### config.mk
export PLATFORM = sky130hd
export DESIGN_NAME = egd_fifo
export DESIGN_NICKNAME = d
export VERILOG_FILES = /design/src/sv/egd_pkg.sv /design/src/sv/egd_fifo.sv
export SDC_FILE = /design/constraint.sdc
export NUM_CORES = 1
export LEC_CHECK = 0
export ABC_AREA = 1
export BUFFER_PORTS_ARGS = -buffer_cell sky130_fd_sc_hd__buf_2
export CORE_UTILIZATION = 52
export CTS_CLUSTER_DIAMETER = 150
export DETAILED_ROUTE_END_ITERATION = 7
export PLACE_DENSITY_LB_ADDON = 0.15
export SLEW_MARGIN = 20
export SYNTH_ARGS = -nofsm -noshare
export SYNTH_HDL_FRONTEND = slang
export SYNTH_SLANG_ARGS = --single-unit
### constraint.sdc
create_clock -name clk -period 7.7 [get_ports clk]
set_input_delay 0.385 -clock clk [delete_from_list [all_inputs] [get_ports clk]]
set_output_delay 0.385 -clock clk [all_outputs]
set_load 0.05 [all_outputs]
### src/sv/egd_pkg.sv
// shared types and constants for the edge gradient/direction block
// no dependencies
`default_nettype none
package egd_pkg;
  localparam int SAMPLE_BITS_DEF = 16;
  localparam int MAG_BITS = 25;
  localparam int QDEPTH = 2;

  typedef enum logic [2:0] {
    OP_CDIFF   = 3'd0,
    OP_PREWITT = 3'd1,
    OP_SOBEL   = 3'd2,
    OP_SCHARR  = 3'd3,
    OP_K17     = 3'd4
  } op_t;

  localparam logic CFG_OP  = 1'b0;
  localparam logic CFG_DIR = 1'b1;
  localparam logic [2:0] OP_RESET = 3'd2;

  typedef struct packed {
    logic [15:0] l0, l1, l2;
    logic [15:0] c0, c2;
    logic [15:0] r0, r1, r2;
    logic        row_end;
  } win_t;

  typedef enum logic [1:0] {
    HELD_NONE = 2'd0,
    HELD_ONE  = 2'd1,
    HELD_TWO  = 2'd2
  } held_t;

  typedef enum logic [2:0] {
    S_IDLE = 3'd0,
    S_GRAD = 3'd1,
    S_SQ   = 3'd2,
    S_ROOT = 3'd3,
    S_DONE = 3'd4
  } back_state_t;
endpackage
`default_nettype wire

### src/sv/egd_fifo.sv
// short window queue between front and back
// depends on egd_pkg
`default_nettype none
module egd_fifo (
  input  wire logic          clk,
  input  wire logic          rst,
  input  wire logic          wr_valid,
  output logic               wr_ready,
  input  wire egd_pkg::win_t wr_data,
  output logic               rd_valid,
  input  wire logic          rd_ready,
  output egd_pkg::win_t      rd_data
);
  egd_pkg::win_t mem [egd_pkg::QDEPTH];
  logic wp, rp;
  logic [1:0] cnt;
  logic wr, rd;
  assign wr_ready = cnt != 2'(egd_pkg::QDEPTH);
  assign rd_valid = cnt != 2'd0;
  assign rd_data = mem[rp];
  assign wr = wr_valid && wr_ready;
  assign rd = rd_valid && rd_ready;
  always_ff @(posedge clk) begin
    if (rst) begin
      wp <= 1'b0; rp <= 1'b0; cnt <= 2'd0;
    end else begin
      if (wr) wp <= !wp;
      if (rd) rp <= !rp;
      cnt <= cnt + 2'(wr) - 2'(rd);
    end
  end
  always_ff @(posedge clk) begin
    if (wr) mem[wp] <= wr_data;
  end
endmodule
`default_nettype wire

==> flow_summary.toml <==
[global_route]
overflow = 0
met1_usage_pct = 20.7
antenna_found_initial = 1
grt_max_degree = 84
grt_pass1_wl_mm = 25.6
grt_most_used_layer = "met2"
grtUsageMet2_pct = 32.4
grt_pass1_vias = 5063
grt_use_total_pct = 17.9
grt.met3_usage_pct = 4.93

[cells_and_area]
area_growth_pct = 24.1
design_area_um2 = 11900
final_cell_mix = "263 x buf_2, 258 x edfxtp_1, 129 x mux2_2, 27 x clkbuf_16"
drive_above_1_share_pct = 58.6
instances_no_fill = 969
finalNetCount = 853
multi_input_area_um2 = 1570
fillers = 1305
ff_latch_area_um2 = 7850
final_common_cell = "buf_2"

[floorplan]
core_area_um2 = 18000
die_area_um2 = 19000
start_util_pct = 53.2
dieHeight_um = 138
rows = 49
io_pins = 264
die_w_um = 138

[flow_run]
drv_cap = 0

[placed_design]
dp.cells = 920
placed_area_um2 = 11100
dp_slack_ps = 4680
gp_congestion = 0.741
port_buffers = 263
place_hpwl_mm = 11.5

[critical_path]
cp-end-kind = "output pin"
crit_type = "reg2out"
path_max_fanout = 66
arrival_ps = 2910
r2r_slack_ps = 4720
r2r-start = "cnt[0]"
startpoint_type = "flop"
required_ps = 7320
r2r_end = "mem[1][58]"
rr_worst_depth = 6

[routing]
remaining_drc_errors = 0
vias_per_cell = 5.09
firstDrtPassIters = 4
vias = 4929
wl_per_cell_um = 18.2
routed_wl_mm = 17.6
ant_nets = 0
drtIter0Drc = 233

[clock_tree]
cts_tree = "built"
cts_buffers = 26
clockRootBuffer = "clkbuf_16"
clock_path_buffers = 3
cts_sinks = 263
postCtsHoldBufs = 0
postCtsSetupBuffers = 0
h-tree-depth = 1
clk_pin_slew_worst_paths_ps = 60
insertion_delay_ps = 520
cts_resized = 0

[synthesis]
synth_warnings = 0
syn_nets = 571
syn_area_um2 = 9590
synthCells = 437
synth_cell_types = 13
syn_avg_cell_area_um2 = 21.9
synth_seq_cells = 263
yosysSeqAreaShare_pct = 81.9

[sta]
clock_skew_ps = 14.6
clock.fmax_mhz = 303
slew_headroom_pct = 30.3
slew_viol_final = 0
timing.final.ws_setup_ps = 4400
rsz0062_at_grt = "false"
tightest_slew_ps = 1050
fin_setup_tns_ps = 0
period_minus_slack_ps = 3300
finalHoldViolations = 0
period_share_pct = 42.8
setup_viol = 0

[pwr]
p_leak_uw = 0.00444
powerDensity_nw_per_um2 = 383
finalPower_uw = 4550
peakVddDrop_uv = 363

[hold_path]
min-delay-start = "wr_data[117]"
holdCritPathClass = "in2reg"
min_path_cells = 1
hold_end = "mem[0][117]"

[status]
status = "finished, final reports clean"
## per-layer routing
metal / share of wire, % / vias to the layer above
met5: 0 / -
li1: - / 2285
met3: 8.2 / 22
met2: 53 / 180
met1: 37 / 2442
met4: 1.9 / 0
## cells by family (layout without fill, tap and decap cells)
kind of cell,Yosys count,after routing,synth area share (%)
AOI/OAI and AO/OA,2,2,0.104
xor gates and xnor gates,1,1,0.0914
adders and majority gates,1,1,0.130
buffers and inverters,22,324,1.89
DFF,263,263,81.9
muxes,129,129,15.2
other,0,1,0
and+or+nand+nor,19,19,0.770
## per-stage QoR
stage | hold slack, ps | utilization, %
3_5_place_dp | 509 | 61.6
5_1_grt | 32.4 | 66.0
2_1_floorplan | 456 | -
4_1_cts | 37.8 | 66.0
3_3_place_gp | 480 | 61.6
6_report | 52.8 | 66.0
## state kept, by name, indices dropped and copies added (netlist names), named ones only
register,count
rp,1
cnt,2
mem,258
wp,1
## cell usage after synthesis
master,number,area [um^2]
buf_6,13,146
ha_1,1,12.5
edfxtp_1,258,7750
nand2_1,8,30.0
dfxtp_1,5,100
nor2_1,9,33.8
xnor2_1,1,8.76
nand3_1,1,5.00
inv_1,8,30.0
nor3_1,1,5.00
mux2_2,129,1450
buf_2,1,5.00
a21oi_1,2,10.0
## worst max-delay path, cell delays in order, from the launching register on
cell and delay (ps):
dfxtp_4 900, buf_4 790, mux2_2 420, buf_2 210
## worst max-delay path by stage
stage                   from           end  slack, ps
finish                  flop   rd_data[64]       4400
global route            flop  rd_data[104]       4190
CTS                     flop   rd_data[56]       4320
detailed placement  wr_valid    mem[1][96]       4680
global placement    wr_valid    mem[1][24]       4760
floorplan             cnt[0]     mem[1][0]        680
## power breakdown
| part | internal [uW] | switching, uW | total (uW) |
|---|---|---|---|
| Sequential | 1820 | 83.4 | 1900 |
| Combinational | 393 | 1090 | 1480 |
| Clock | 675 | 491 | 1170 |
| Total | 2890 | 1670 | 4550 |
## area by class of cell
type,count,share of cell area [%]
inverter,8,0.252
multi-input combinational,152,13.2
sequential,263,66.0
clock buffer,35,5.93
antenna,1,0.0210
tap,229,2.41
clock inverter,13,0.747
timing repair buffer,268,11.4
(Power assumes the default switching activity.)
