`config.mk`:
```
export PLATFORM = sky130hd
export DESIGN_NAME = egd_front
export DESIGN_NICKNAME = d
export VERILOG_FILES = /design/src/sv/egd_pkg.sv /design/src/sv/egd_front.sv
export SDC_FILE = /design/constraint.sdc
export NUM_CORES = 1
export LEC_CHECK = 0
export ABC_CLOCK_PERIOD_IN_PS = 4900
export BUFFER_PORTS_ARGS = -buffer_cell sky130_fd_sc_hd__buf_2
export CORE_MARGIN = 8
export CORE_UTILIZATION = 40
export DETAILED_ROUTE_END_ITERATION = 8
export GPL_TIMING_DRIVEN = 1
export MAX_ROUTING_LAYER = met4
export PLACE_DENSITY = 0.78
export SETUP_SLACK_MARGIN = 0.4
export SYNTH_ARGS = -nofsm -noshare
export SYNTH_HDL_FRONTEND = slang
export SYNTH_SLANG_ARGS = --single-unit
export TNS_END_PERCENT = 20
```
`constraint.sdc`:
```
create_clock -name clk -period 4.9 [get_ports clk]
set_input_delay 0.98 -clock clk [delete_from_list [all_inputs] [get_ports clk]]
set_output_delay 0.98 -clock clk [all_outputs]
set_load 0.01 [all_outputs]
```
`src/sv/egd_pkg.sv`:
```
// shared types and constants for the edge gradient/direction block
// no dependencies
`default_nettype none
package egd_pkg;
  localparam int SAMPLE_BITS_DEF = 16;
  localparam int MAG_BITS = 25;
  localparam int QDEPTH = 2;

  typedef enum logic [2:0] {
    OP_CDIFF   = 3'd0,
    OP_PREWITT = 3'd1,
    OP_SOBEL   = 3'd2,
    OP_SCHARR  = 3'd3,
    OP_K17     = 3'd4
  } op_t;

  localparam logic CFG_OP  = 1'b0;
  localparam logic CFG_DIR = 1'b1;
  localparam logic [2:0] OP_RESET = 3'd2;

  typedef struct packed {
    logic [15:0] l0, l1, l2;
    logic [15:0] c0, c2;
    logic [15:0] r0, r1, r2;
    logic        row_end;
  } win_t;

  typedef enum logic [1:0] {
    HELD_NONE = 2'd0,
    HELD_ONE  = 2'd1,
    HELD_TWO  = 2'd2
  } held_t;

  typedef enum logic [2:0] {
    S_IDLE = 3'd0,
    S_GRAD = 3'd1,
    S_SQ   = 3'd2,
    S_ROOT = 3'd3,
    S_DONE = 3'd4
  } back_state_t;
endpackage
`default_nettype wire

```
`src/sv/egd_front.sv`:
```
// front: column window, mirroring and row flush; emits 3x3 windows
// depends on egd_pkg
`default_nettype none
module egd_front #(
  parameter int SAMPLE_BITS = egd_pkg::SAMPLE_BITS_DEF
) (
  input  wire logic        clk,
  input  wire logic        rst,
  input  wire logic [15:0] top_sample,
  input  wire logic [15:0] middle_sample,
  input  wire logic [15:0] bottom_sample,
  input  wire logic        first_column,
  input  wire logic        last_column,
  input  wire logic        in_valid,
  output logic             in_ready,
  output logic             win_valid,
  output egd_pkg::win_t    win,
  input  wire logic        win_ready
);
  localparam logic [15:0] SMASK = 16'((32'd1 << SAMPLE_BITS) - 32'd1);
  logic [15:0] older [3];
  logic [15:0] newer [3];
  logic [15:0] col [3];
  egd_pkg::held_t held, held_eff;
  logic        pend, pend_next;
  egd_pkg::win_t pend_win;
  logic        acc;

  assign col[0] = top_sample & SMASK;
  assign col[1] = middle_sample & SMASK;
  assign col[2] = bottom_sample & SMASK;
  assign held_eff = first_column ? egd_pkg::HELD_NONE : held;

  // a flush item after an earlier column produces a second window, held here until the queue takes it
  assign in_ready = !pend && win_ready;
  assign acc = in_valid && in_ready;

  always_comb begin
    win_valid = 1'b0;
    win = '0;
    pend_next = 1'b0;
    if (pend) begin
      win_valid = 1'b1;
      win = pend_win;
    end else if (in_valid && held_eff != egd_pkg::HELD_NONE) begin
      win_valid = 1'b1;
      win = '{l0: older[0], l1: older[1], l2: older[2], c0: newer[0], c2: newer[2],
              r0: col[0], r1: col[1], r2: col[2], row_end: 1'b0};
      if (held_eff == egd_pkg::HELD_ONE) begin
        win.l0 = col[0]; win.l1 = col[1]; win.l2 = col[2];
      end
      pend_next = last_column;
    end else if (in_valid && last_column) begin
      win_valid = 1'b1;
      win = '{l0: col[0], l1: col[1], l2: col[2], c0: col[0], c2: col[2],
              r0: col[0], r1: col[1], r2: col[2], row_end: 1'b1};
    end
  end

  always_ff @(posedge clk) begin
    if (rst) begin
      held <= egd_pkg::HELD_NONE;
      pend <= 1'b0;
    end else begin
      if (pend && win_ready) pend <= 1'b0;
      if (acc) begin
        pend <= pend_next;
        if (held_eff == egd_pkg::HELD_NONE)
          held <= last_column ? egd_pkg::HELD_NONE : egd_pkg::HELD_ONE;
        else
          held <= last_column ? egd_pkg::HELD_NONE : egd_pkg::HELD_TWO;
      end
    end
  end

  always_ff @(posedge clk) begin
    if (acc) begin
      for (int i = 0; i < 3; i++) begin
        older[i] <= newer[i];
        newer[i] <= col[i];
      end
      pend_win <= '{l0: newer[0], l1: newer[1], l2: newer[2], c0: col[0], c2: col[2],
                    r0: newer[0], r1: newer[1], r2: newer[2], row_end: 1'b1};
    end
  end
endmodule
`default_nettype wire

```
==> out/metrics.csv <==
metric,value,unit
yosysUniqueCellTypes,25,
rsz0062_at_grt,no,
crit_family,simple AND/OR/NAND/NOR gates,
tightestPinTransition,1010,ps
cts_buffer_depth,2,
hold_slack,426.0,ps
ys_ff_latch,99,
clkLatencyLatePin,360,ps
slew_headroom,32.64,%
status,"complete, no violations",
max_freq,272.5,MHz
ys_top_cells_by_count,"a22o_1, edfxtp_1, buf_2",
r2r_cells,3,
critPathBufInv,3,
p_per_area,312.6,nW/um2
crit_path_start,first_column,
cts_resized,0,
cts_hold_buf,0,
synth.top_cells.by_area,"edfxtp_1, a22o_1, buf_6",
syn2layout_area_growth,26.57,%
place_area,5398,um2
fillers,960,
via_per_inst,5.686,
endpoint,win[80],
grt-ovfl-total,0,
netlist_area,4427,um2
cts.clk_slew.worst_paths,80,ps
synthFlopType,edfxtp_1,
yosys_warnings,0,
die_h,121.2,um
worst_r2r_endpoint,pend_win[50]$_DFFE_PP_,
grt_max_degree,49,
final-max-slew-violation-count,0,
final-seq-area,2944,um2
whs_path_depth,0,
synth_edf_count,96,
r2r_slack,2870,ps
period_minus_slack,3670,ps
critPathSlowestCell,and3_1,
wl_per_cell,20.71,um
finalCritPeriodShare,74.90,%
setup_tns,0,ps
yosysMostFrequentCell,a22o_1,
crit_top_cell,buf_2,
synth_top_area_share,65.12,%
clock-sinks,99,
first_pass_iters,4,
grt_pass1_wl,18.93,mm
postSynthNetCount,336,
num_rows,38,
core_area,10840,um2
synthCells,282,
drtIter0Drc,154,
drc,0,
ant_nets,0,
io_pins,185,
max_stage_delay,700,ps
hp-class,reg -> reg,
synth_seq_area_share,66.48,%
arrival,2690,ps
cts_tree,built,
crit_path_max_fanout,17,
design_area,5603,um2
hold_viol,0,
portBuffers,184,
r2r-start,pend$_SDFFE_PP0P_,
clockRootBuffer,clkbuf_8,
drive_gt1_share,46.42,%
drv_cap,0,
critPathRequiredTime,3920,ps
cts_setup_buffers,0,
critPathCaptureType,output pin,
gr-usage-all-layers,16.91,%
start_util,40.84,%
die_x,121.2,um
leakage,2.513,nW
antenna_found_initial,0,
crit_cells,6,
hpwl,8.639,mm
worst-setup-path-type,in -> out,
synth_area_leader_cell,edfxtp_1,
totalWireLength,12.44,mm
routabilityCongestion,0.7941,
skew,14.39,ps
multiInputGateArea,1292,um2
die_area,14690,um2
layout.nets,510,
cts_buffers,9,
vias,3417,
start_kind,input pin,
setup_viol_count_final,0,
htree_levels,3,
utilization,51.69,%
grt_pass1_vias,3574,
synthArstFlopShare,0,%
crit_chain,buf_2 -> o21bai_2 -> and3_1 -> buf_4 -> a22o_1 -> buf_2,
peakVddDrop,0.0001926,V
diodes,0,
avgSynthCellArea,15.70,um2
## worst min-delay path by stage
stage / slack, ps / to / startpoint
2_1_floorplan: 400 / older[0][31]$_DFFE_PP_ / newer[0][31]$_DFFE_PP_
3_3_place_gp: 400 / pend_win[101]$_DFFE_PP_ / newer[0][20]$_DFFE_PP_
3_5_place_dp: 400 / pend_win[104]$_DFFE_PP_ / newer[0][23]$_DFFE_PP_
4_1_cts: 430 / pend_win[104]$_DFFE_PP_ / newer[0][23]$_DFFE_PP_
5_1_grt: 430 / pend_win[101]$_DFFE_PP_ / newer[0][20]$_DFFE_PP_
6_report: 430 / pend_win[109]$_DFFE_PP_ / newer[0][28]$_DFFE_PP_
## kinds of logic after synthesis
family                 after synthesis  synth area share (%)
DFF                                 99                 66.48
buffers and inverters               31                 4.522
AOI/OAI and AO/OA                  138                 27.13
and+or+nand+nor                     14                 1.866
## flip-flops by register name, summed over array words and instances, names as in the netlist
register	count
older	3
newer	17
held	2
pend_win	76
pend	1
## routing by layer
metal | track usage, % | up-vias | wire (um)
li1 | - | 1542 | -
met1 | 20.28 | 1705 | 5294
met2 | 26.49 | 154 | 5998
met3 | 4.700 | 16 | 974
met4 | 6.862 | 0 | 177
met5 | - | - | 0
## worst reg2reg max path, cell delays in order (launching register included)
cell and delay [ps]:
dfxtp_2 770, nand3b_1 290, clkinv_2 270, buf_4 400
## layout by cell type, fill, tap and decap left out
cell type / synthesis / routed
clkbuf_8: 0 / 11
o221a_2: 1 / 1
a21o_1: 3 / 2
clkbuf_1: 4 / 1
a22o_1: 128 / 128
nand2_1: 2 / 2
and2b_1: 1 / 1
o21bai_2: 1 / 1
dfxtp_2: 0 / 1
inv_2: 1 / 1
or2_1: 1 / 1
nand2b_1: 1 / 1
a21oi_1: 3 / 3
dfxtp_1: 3 / 2
a21o_2: 0 / 1
nand3b_1: 1 / 1
inv_1: 2 / 1
buf_2: 10 / 184
nor2b_1: 3 / 3
and3_1: 1 / 1
clkinv_2: 0 / 2
a21boi_4: 0 / 1
nand3_1: 2 / 2
bufinv_16: 0 / 1
edfxtp_1: 96 / 96
or3_1: 2 / 2
a31o_2: 1 / 1
clkinvlp_4: 0 / 2
buf_4: 7 / 7
## cell type report
class                      count  area share [%]
clock buffer                  12           2.769
clock inverter                 4          0.8933
inverter                       3          0.2233
multi-input combinational    152           23.07
sequential                    99           52.55
tap                          140           3.126
timing repair buffer         191           17.37
## power by group
part           total [mW]  internal, mW  switching [mW]
logic               0.217        0.0901           0.127
registers           0.997         0.978          0.0193
clock network       0.538         0.263           0.274
total                1.75          1.33           0.420
## stage by stage
step / setup slack, ps / cells / power [mW]
detailed placement: 1262 / 585 / 1.234
global placement: 1271 / 585 / 1.226
CTS: 1271 / 601 / 1.768
global route: 1133 / 601 / 1.822
finish: 1230 / 601 / 1.751
floorplan: 1459 / 282 / 1.129
Power figures use the tool's default switching activity.
